## src/rtl/core/fq_pkg.sv

```systemverilog
// ----------------------------------------------------------------------------
// fq_pkg
// Shared types and constants for the handle queue: depth, widths, operation
// and status codes, cell control bundle and sequencer states.
// ----------------------------------------------------------------------------
`default_nettype none

package fq_pkg;

    // Queue geometry
    localparam int DEPTH       = 64;
    localparam int CNT_W       = $clog2(DEPTH + 1);
    localparam int HANDLE_W    = 32;
    localparam int OP_W        = 2;
    localparam int STATUS_W    = 3;
    localparam int COUNT_OUT_W = 7;

    // Request codes
    typedef enum logic [OP_W-1:0] {
        OP_ENQUEUE = 2'd0,
        OP_DEQUEUE = 2'd1,
        OP_DELETE  = 2'd2,
        OP_PEEK    = 2'd3
    } fq_op_t;

    // Result status codes
    typedef enum logic [STATUS_W-1:0] {
        ST_OK       = 3'd0,
        ST_EMPTY    = 3'd1,
        ST_NOTFOUND = 3'd2,
        ST_FULL     = 3'd3,
        ST_INVALID  = 3'd4
    } fq_status_t;

    // Sequencer states
    typedef enum logic {
        S_IDLE = 1'b0,
        S_EXEC = 1'b1
    } fq_state_t;

    // Control broadcast to every cell
    typedef struct packed {
        logic capture;  // latch the compare result for a new transaction
        logic remove;   // close the gap behind the first marked cell
        logic append;   // write the handle into the tail cell
    } fq_cell_ctrl_t;

endpackage

`default_nettype wire

```

## src/rtl/core/fq_cell.sv

```systemverilog
// ----------------------------------------------------------------------------
// fq_cell
// One queue slot: holds a handle, compares it against an incoming handle,
// passes a removal mark down the chain and takes its neighbor's handle when
// the gap closes.
// ----------------------------------------------------------------------------
`default_nettype none

module fq_cell (
    input  wire logic                          clk,
    input  wire logic                          rst_n,
    input  wire fq_pkg::fq_cell_ctrl_t         ctrl,
    input  wire logic                          occupied,
    input  wire logic                          tail,
    input  wire logic [fq_pkg::HANDLE_W-1:0]   cmp_handle,
    input  wire logic [fq_pkg::HANDLE_W-1:0]   wr_handle,
    input  wire logic [fq_pkg::HANDLE_W-1:0]   next_data,
    input  wire logic                          kill_in,
    output logic      [fq_pkg::HANDLE_W-1:0]   data,
    output logic                               kill_out
);
    import fq_pkg::*;

    logic [HANDLE_W-1:0] data_reg;
    logic [HANDLE_W-1:0] data_next;
    logic                match_reg;
    logic                match_next;

    // Compare only live entries
    assign match_next = occupied && (data_reg == cmp_handle);

    always_ff @(posedge clk or negedge rst_n)
    begin
        if (!rst_n)
        begin
            match_reg <= 1'b0;
        end
        else if (ctrl.capture)
        begin
            match_reg <= match_next;
        end
    end

    // Mark this cell and everything behind the first match
    assign kill_out = kill_in || match_reg;

    // Shift forward on removal, load on append, else hold
    always_comb
    begin
        priority if (ctrl.remove && kill_out)
        begin
            data_next = next_data;
        end
        else if (ctrl.append && tail)
        begin
            data_next = wr_handle;
        end
        else
        begin
            data_next = data_reg;
        end
    end

    always_ff @(posedge clk)
    begin
        data_reg <= data_next;
    end

    assign data = data_reg;

endmodule

`default_nettype wire

```

## src/rtl/core/fifo_queue_with_delete_top.sv

```systemverilog
// ----------------------------------------------------------------------------
// fifo_queue_with_delete_top
// Bounded FIFO of handles with enqueue, dequeue, delete-by-value and peek,
// built as a chain of slot cells that compare in parallel and shift together.
// ----------------------------------------------------------------------------
// Timing: a transaction's result is registered on execute, which is held off
// while an untaken result still holds the output.
// Flow: a new transaction is taken only after the last has executed; cell
// compares are registered at acceptance, match chain and shift on execute.
// Reset: asynchronous, clears the count, sequencer and output valid; slot
// contents are left unset and only entries below the count are ever read.
// ----------------------------------------------------------------------------
`default_nettype none

module fifo_queue_with_delete_top (
    input  wire logic                          clk,
    input  wire logic                          rst_n,
    input  wire logic                          in_valid,
    output logic                               in_ready,
    input  wire logic [fq_pkg::OP_W-1:0]       operation,
    input  wire logic [fq_pkg::HANDLE_W-1:0]   handle,
    output logic                               out_valid,
    input  wire logic                          out_ready,
    output logic      [fq_pkg::STATUS_W-1:0]   status,
    output logic      [fq_pkg::HANDLE_W-1:0]   handle_out,
    output logic      [fq_pkg::COUNT_OUT_W-1:0] count
);
    import fq_pkg::*;

    fq_state_t            state_reg;
    fq_state_t            state_next;
    logic                 accept;
    logic                 go;

    fq_op_t               op_reg;
    logic [HANDLE_W-1:0]  handle_reg;
    logic [CNT_W-1:0]     count_reg;
    logic [CNT_W-1:0]     count_next;

    logic                 out_valid_reg;
    logic                 out_valid_next;
    fq_status_t           status_reg;
    fq_status_t           status_next;
    logic [HANDLE_W-1:0]  hout_reg;
    logic [HANDLE_W-1:0]  hout_next;
    logic [COUNT_OUT_W-1:0] cnt_out_reg;

    fq_cell_ctrl_t        cell_ctrl;
    logic                 remove;
    logic                 append;
    logic [DEPTH-1:0]     occ;
    logic [DEPTH-1:0]     tail;
    logic [HANDLE_W-1:0]  cell_data [DEPTH];
    logic [DEPTH:0]       kill;

    logic                 is_empty;
    logic                 is_full;
    logic                 is_zero;
    logic                 found;

    // Sequencer: take one transaction, execute once the output slot frees
    always_ff @(posedge clk or negedge rst_n)
    begin
        if (!rst_n)
        begin
            state_reg <= S_IDLE;
        end
        else
        begin
            state_reg <= state_next;
        end
    end

    always_comb
    begin
        state_next = state_reg;
        in_ready   = 1'b0;
        go         = 1'b0;
        unique case (state_reg)
            S_IDLE:
            begin
                in_ready = 1'b1;
                if (in_valid)
                begin
                    state_next = S_EXEC;
                end
            end
            S_EXEC:
            begin
                if (!out_valid_reg || out_ready)
                begin
                    go         = 1'b1;
                    state_next = S_IDLE;
                end
            end
            default:
            begin
                state_next = S_IDLE;
            end
        endcase
    end

    assign accept = in_valid && in_ready;

    // Hold the request for the execute cycle
    always_ff @(posedge clk)
    begin
        if (accept)
        begin
            op_reg     <= fq_op_t'(operation);
            handle_reg <= handle;
        end
    end

    // Occupancy and tail position per cell
    genvar gi;
    generate
        for (gi = 0; gi < DEPTH; gi++)
        begin : g_pos
            assign occ[gi]  = (CNT_W'(gi) < count_reg);
            assign tail[gi] = (CNT_W'(gi) == count_reg);
        end
    endgenerate

    assign is_empty = (count_reg == '0);
    assign is_full  = (count_reg == CNT_W'(DEPTH));
    assign is_zero  = (handle_reg == '0);

    // Dequeue marks the front cell; delete relies on the compare marks
    assign kill[0] = (op_reg == OP_DEQUEUE);
    assign found   = kill[DEPTH];

    // Decode the operation into status, result and cell commands
    always_comb
    begin
        status_next = ST_OK;
        hout_next   = '0;
        count_next  = count_reg;
        remove      = 1'b0;
        append      = 1'b0;
        unique case (op_reg)
            OP_ENQUEUE:
            begin
                if (is_zero)
                begin
                    status_next = ST_INVALID;
                end
                else if (is_full)
                begin
                    status_next = ST_FULL;
                end
                else
                begin
                    append     = 1'b1;
                    count_next = count_reg + 1'b1;
                end
            end
            OP_DEQUEUE:
            begin
                if (is_empty)
                begin
                    status_next = ST_EMPTY;
                end
                else
                begin
                    hout_next  = cell_data[0];
                    remove     = 1'b1;
                    count_next = count_reg - 1'b1;
                end
            end
            OP_DELETE:
            begin
                if (is_empty)
                begin
                    status_next = ST_OK;
                end
                else if (is_zero)
                begin
                    status_next = ST_INVALID;
                end
                else if (found)
                begin
                    remove     = 1'b1;
                    count_next = count_reg - 1'b1;
                end
                else
                begin
                    status_next = ST_NOTFOUND;
                end
            end
            OP_PEEK:
            begin
                if (is_empty)
                begin
                    status_next = ST_EMPTY;
                end
                else
                begin
                    hout_next = cell_data[0];
                end
            end
            default:
            begin
                status_next = ST_OK;
            end
        endcase
    end

    assign cell_ctrl.capture = accept;
    assign cell_ctrl.remove  = go && remove;
    assign cell_ctrl.append  = go && append;

    // Chain of slot cells, front at index zero
    generate
        for (gi = 0; gi < DEPTH; gi++)
        begin : g_cell
            logic [HANDLE_W-1:0] nbr_data;
            if (gi == DEPTH - 1)
            begin : g_last
                assign nbr_data = '0;
            end
            else
            begin : g_mid
                assign nbr_data = cell_data[gi+1];
            end

            fq_cell u_cell (
                .clk        (clk),
                .rst_n      (rst_n),
                .ctrl       (cell_ctrl),
                .occupied   (occ[gi]),
                .tail       (tail[gi]),
                .cmp_handle (handle),
                .wr_handle  (handle_reg),
                .next_data  (nbr_data),
                .kill_in    (kill[gi]),
                .data       (cell_data[gi]),
                .kill_out   (kill[gi+1])
            );
        end
    endgenerate

    // Update the count on execute
    always_ff @(posedge clk or negedge rst_n)
    begin
        if (!rst_n)
        begin
            count_reg <= '0;
        end
        else if (go)
        begin
            count_reg <= count_next;
        end
    end

    // Output register: load on execute, drop when taken
    always_comb
    begin
        out_valid_next = out_valid_reg;
        if (go)
        begin
            out_valid_next = 1'b1;
        end
        else if (out_ready)
        begin
            out_valid_next = 1'b0;
        end
    end

    always_ff @(posedge clk or negedge rst_n)
    begin
        if (!rst_n)
        begin
            out_valid_reg <= 1'b0;
        end
        else
        begin
            out_valid_reg <= out_valid_next;
        end
    end

    always_ff @(posedge clk)
    begin
        if (go)
        begin
            status_reg  <= status_next;
            hout_reg    <= hout_next;
            cnt_out_reg <= COUNT_OUT_W'(count_next);
        end
    end

    assign out_valid  = out_valid_reg;
    assign status     = status_reg;
    assign handle_out = hout_reg;
    assign count      = cnt_out_reg;

    // Count stays within the queue depth
    a_count_bound: assert property (@(posedge clk) disable iff (!rst_n)
        count_reg <= CNT_W'(DEPTH))
        else $error("queue count exceeds depth");

    // Count moves by at most one per transaction
    a_count_step: assert property (@(posedge clk) disable iff (!rst_n)
        (count_reg != $past(count_reg)) |->
            (count_reg == $past(count_reg) + 1'b1 ||
             count_reg == $past(count_reg) - 1'b1))
        else $error("queue count jumped by more than one");

    // A fresh result follows an execute cycle
    a_out_from_exec: assert property (@(posedge clk) disable iff (!rst_n)
        $rose(out_valid_reg) |-> $past(state_reg == S_EXEC))
        else $error("result appeared without an execute cycle");

    // An empty report carries no handle and a zero count
    a_empty_result: assert property (@(posedge clk) disable iff (!rst_n)
        (out_valid_reg && status_reg == ST_EMPTY) |->
            (hout_reg == '0 && count_reg == '0))
        else $error("empty result with nonzero handle or count");

endmodule

`default_nettype wire
```

## config.mk

```make
export PLATFORM = sky130hd
export DESIGN_NAME = fifo_queue_with_delete_top
export DESIGN_NICKNAME = d
export VERILOG_FILES = /design/src/rtl/core/fq_pkg.sv /design/src/rtl/core/fq_cell.sv /design/src/rtl/core/fifo_queue_with_delete_top.sv
export SDC_FILE = /design/constraint.sdc
export NUM_CORES = 2
export LEC_CHECK = 0
export ABC_AREA = 1
export BUFFER_PORTS_ARGS = -buffer_cell sky130_fd_sc_hd__buf_2
export CAP_MARGIN = 20
export CORE_MARGIN = 1
export CORE_UTILIZATION = 50
export DETAILED_ROUTE_END_ITERATION = 7
export PLACE_DENSITY = 0.76
export SLEW_MARGIN = 20
export SYNTH_ARGS = -nofsm -noshare
export SYNTH_HDL_FRONTEND = slang
export SYNTH_HIERARCHICAL = 1
export SYNTH_SLANG_ARGS = --single-unit
```

## constraint.sdc

```tcl
create_clock -name clk -period 27.6 [get_ports clk]
set_input_delay 5.52 -clock clk [delete_from_list [all_inputs] [get_ports clk]]
set_output_delay 5.52 -clock clk [all_outputs]
set_load 0.03 [all_outputs]
```

### Word level (Yosys, flattened, before mapping)

Cells that the tools add are included.

| storage, ports and cells | value |
|---|---|
| register bits after elaboration | 2197 |
| input port bits | 38 |
| output and inout bits | 44 |

| operators by class | value |
|---|---|
| add/sub/neg operators | 2 |
| order comparisons | 64 |
| eq/ne operators | 131 |
| multiplexer cells | 156 |
| bitwise logic cells | 2 |
| reductions and logical operators | 330 |

Operator list:

| kind | count |
|---|---|
| 32-bit two-way mux | 126 |
| 32-bit == test | 64 |
| 6-bit by 7-bit == test with 1-bit output, first input constant | 32 |
| 6-bit by 7-bit < comparator with 1-bit output, first input constant | 32 |
| 1-bit logical AND | 195 |
| 2-bit nonzero test | 64 |
| 5-bit by 7-bit == test with 1-bit output, first input constant | 16 |
| 5-bit by 7-bit < comparator with 1-bit output, first input constant | 16 |
| 1-bit logical OR | 65 |
| 4-bit by 7-bit == test with 1-bit output, first input constant | 8 |
| 4-bit by 7-bit < comparator with 1-bit output, first input constant | 8 |
| 7-bit two-way mux | 6 |
| 32-bit zero test | 1 |
| 3-bit by 7-bit == test with 1-bit output, first input constant | 4 |
| 3-bit by 7-bit < comparator with 1-bit output, first input constant | 4 |
| 7-bit case mux with 3 select lines | 1 |
| 1-bit two-way mux | 15 |
| 2-bit by 7-bit == test with 1-bit output, first input constant | 2 |
| 1-bit by 7-bit < comparator with 1-bit output, first input constant | 2 |
| 2-bit by 7-bit < comparator with 1-bit output, first input constant | 2 |
| 3-bit two-way mux | 3 |
| 3-bit case mux with 3 select lines | 1 |
| 7-bit by 1-bit adder with 7-bit output, second input constant | 1 |
| 1-bit by 7-bit == test with 1-bit output, first input constant | 1 |
| other kinds (11) | 16 |

### Longest topological paths before layout

| logic depth | value |
|---|---|
| depth after elaboration | 72 |
| gate-level depth with buffers | 73 |
| gate-level depth less buffers | 73 |

### By module

Netlist, hierarchy kept.

Modules (own cells, without submodules):

| module | times used | cells an instance | area each (µm²) |
|---|---|---|---|
| fq_cell | 64 | 202 | 2119.5 |
| fifo_queue_with_delete_top | 1 | 592 | 4738.3 |

### Worst setup path after synthesis

Ideal clock, no wire load.

| timing path | value |
|---|---|
| path kind | reg-to-reg |
| start | reg op_reg[1] |
| end | reg g_cell[0].u_cell.data_reg[0] (enable) |
| setup time | 0.390 ns |
| data arrival time | 25.991 ns |
| data required time | 27.210 ns |
| slack | 1.219 ns |
| cell stages (with the launch flop) | 74 |
| path buffers | 1 |
| period minus slack after synthesis | 26.381 ns |
| cell sequence | edfxtp_1 -> inv_1 -> ha_1 -> or2_4 -> or2_4 -> or2_4 -> or2_4 -> or2_4 -> or2_4 -> or2_4 -> or2_4 -> or2_4 -> or2_4 -> or2_4 -> or2_4 -> or2_4 -> or2_4 -> or2_4 -> (+38 left out) -> or2_4 -> or2_4 -> or2_4 -> or2_4 -> or2_4 -> or2_4 -> or2_4 -> or2_4 -> or2_4 -> or2_4 -> or2_4 -> nand3_1 -> nand2_1 -> nand2_1 -> nor2_1 -> nand2_8 -> buf_12 -> nand2_1 |

RTL lines:

| what | line | text |
|---|---|---|
| start, declared | fifo_queue_with_delete_top.sv:35 | `fq_op_t op_reg;` |
| start signal, assigned | fifo_queue_with_delete_top.sv:110 | `op_reg <= fq_op_t'(operation);` |
| end signal, assigned | fq_cell.sv:66 | `data_reg <= data_next;` |
| end, declared | fq_cell.sv:24 | `logic [HANDLE_W-1:0] data_reg;` |

==> results.ini <==
[synth]
synth_cell_type_count = 37
synth_compound_area_frac = 0.00758
ys_seq_elements = 2197
synthMostInstantiatedCell = nand2_1
synth-xor-area-share = 0.0442
ys_warn_count = 6
ys_top_cells_by_area = edfxtp_1, mux2_4, nand2_1
synthCells = 13500
yosysSeqAreaShare = 0.467
synth_edf_count = 2124
synthAdderAreaFrac = 0.000891
synth_common_cells = nand2_1, inv_1, edfxtp_1, mux2_4, nor2_1
synthArstFlopShare = 0.0332
synthFlopType = edfxtp_1
synthMuxAreaShare = 0.214
synth_top_area_share = 0.454
synth_simple_gate_area_share = 0.172
syn_area_per_cell_um2 = 10.4
synth_top_family_by_area = multiplexers
yosysTopAreaCell = edfxtp_1
syn_area_um2 = 140000

[clock_network]
cts_num_sinks = 2197
clk_path_buf_depth = 4
cts_tree = done
cts_setup_buffers = 0
ctsRootBufferMaster = clkbuf_16
cts_hold_buf = 0
post_cts_resized = 0
clkLatencyLatePin_ns = 0.93
cts-htree-levels = 4
cts_buffers = 230
path_clk_slew_ns = 0.07

[power]
peakVddDrop_mv = 0.0735
power.switching_w = 0.00288
switching_share = 0.301
p_per_area_nw_per_um2 = 63.6
clkPwrFrac = 0.325
cellLeakagePower_nw = 71.1
pwr-share-seq = 0.425
comb_power_share = 0.251
p_total_w = 0.00959
cellInternalPower_w = 0.00670

[layout]
synthToLayoutAreaGrowth_pct = 7.32
final_nets = 13900
largest_reg_flops = 2048
instances_no_fill = 17800
fin_area_um2 = 151000
drive_gt1_frac = 0.208

[sta]
skew_ns = 0.0619
period_share = 0.783
hold_viol_final = 0
period_needed_ns = 21.61
fmax_mhz = 46.3
setup_viol = 0
tightest_slew_ns = 1.39
slew_headroom = 0.0624
setup_tns_ns = 0
slew_viol_final = 0
rsz0062_at_grt = no

[global_route]
grt_overflow_total = 0
antenna_found_initial = 15
grt_pass1_vias = 95000
grt_max_degree = 84
grt_pass1_wl_um = 613000
grt_use_total = 0.291

[placed_design]
io_buffers = 81
dpl.cell_count = 17300
placed_area_um2 = 143000
gp_congestion = 0.981
hpwl_um = 265000

[critical_path]
path_class = flip-flop to flip-flop
path_max_fanout = 33
cp-start-kind = flip-flop
critPathTopFamily = simple AND/OR/NAND/NOR gates
cp_slowest_cell = nand2_2
critPathRequiredTime_ns = 28.08
cp.buffers_inverters = 4
critPathMaxStageDelay_ns = 0.52
crit_top_cell = or2_4
end_kind = flip-flop
worstPathArrival_ns = 22.09

[drt]
vias_per_cell = 5.61
drt-pass1-iter-count = 8
ant_nets = 0
wirelength_um = 424000
dr_wl_met2_um = 182000
m1WireLength_um = 156000
dr_wl_met3_um = 57900
drtIter0Drc = 12800
top_layer = met5
avgRoutedWirePerCell_um = 23.9
route.vias.total = 99600
drcViolationCount = 36

[floorplanning]
coreArea_um2 = 279000
ios = 82
start_util = 0.502
die_y_um = 532
die_area_um2 = 283000
die-width_um = 532
rows = 194

[status]
outcome = finished with violations
violations = design-rule violations

[min_path]
hp-class = flip-flop to flip-flop

[run]
cap_violations = 0

stage by stage:
stage,setup slack (ns),hold slack [ns],utilization
CTS,6.14,0.488,0.539
global placement,5.84,0.469,0.513
global route,5.72,0.510,0.539
finish,5.99,0.491,0.539
detailed placement,6.21,0.470,0.513
floorplan,1.22,0.450,-
worst paths after layout:
check	start	slack (ns)	cells past startpoint	endpoint
worst max-delay path	op_reg[1]$_DFFE_PP_	5.99	75	g_cell[50].u_cell/data[22]$_DFFE_PP_
worst min-delay path	out_valid$_DFFE_PN0P_	0.49	2	out_valid$_DFFE_PN0P_
worst max register to register	op_reg[1]$_DFFE_PP_	5.99	75	g_cell[50].u_cell/data[22]$_DFFE_PP_
worst min register to register	out_valid$_DFFE_PN0P_	0.49	2	out_valid$_DFFE_PN0P_
max in group asynchronous	rst_n	21.60	2	g_cell[26].u_cell/match_reg$_DFFE_PN0P_
min in group asynchronous	rst_n	4.71	1	g_cell[54].u_cell/match_reg$_DFFE_PN0P_
routing by layer:
metal / global-route usage / up-vias
met5: 0 / -
met4: 0.166 / 14
met3: 0.0926 / 1674
met2: 0.444 / 6582
met1: 0.363 / 47100
li1: - / 44200
cell families (layout without fill, tap and decap cells):
family / count (synthesis) / in the layout
buf+inv: 2681 / 3160
mux: 2048 / 2048
other cells: 1 / 52
fa+ha+maj: 10 / 10
xor+xnor: 708 / 708
compound gates: 195 / 195
simple gates: 5680 / 5680
flops: 2197 / 2197
power groups by stage:
stage          clock, W  sequential (W)  combinational (W)
2_1_floorplan         0         0.00422            0.00150
3_3_place_gp          0         0.00414            0.00223
3_5_place_dp          0         0.00414            0.00228
4_1_cts         0.00312         0.00407            0.00230
5_1_grt         0.00323         0.00408            0.00247
6_report        0.00311         0.00407            0.00240
cell usage in the layout (no fill, tap or decap), drive strengths merged:
master       n
o21ai      103
a21boi       1
clkinvlp     8
nand3b       1
conb        32
ha          10
o22ai       64
xnor2      641
diode       20
nor3         4
nand4      321
xor2        67
buf        270
clkinv      93
nand3      226
nor4         2
bufinv      22
dfrtp       73
inv       2474
a31oi        1
mux2      2048
clkbuf     293
edfxtp    2124
a21oi       26
or2        192
nand2     3756
nor2      1178
area by class of cell:
class | instances | area (um^2)
Inverter | 2471 | 9280
Fill cell | 22800 | 129000
Tap cell | 3724 | 4660
Timing Repair Buffer | 270 | 2030
Multi-Input combinational cell | 8673 | 61700
Clock inverter | 126 | 1210
Sequential cell | 2197 | 65600
Clock buffer | 293 | 6090
Antenna cell | 20 | 50.0
worst register-to-register path: cells and delay by family (launching register included):
kind | cells | cell delay, ns
flops | 1 | 0.41
buf+inv | 4 | 1.50
simple gates | 70 | 18.88
fa+ha+maj | 1 | 0.38
No activity file was read; power rests on OpenSTA's default activity.
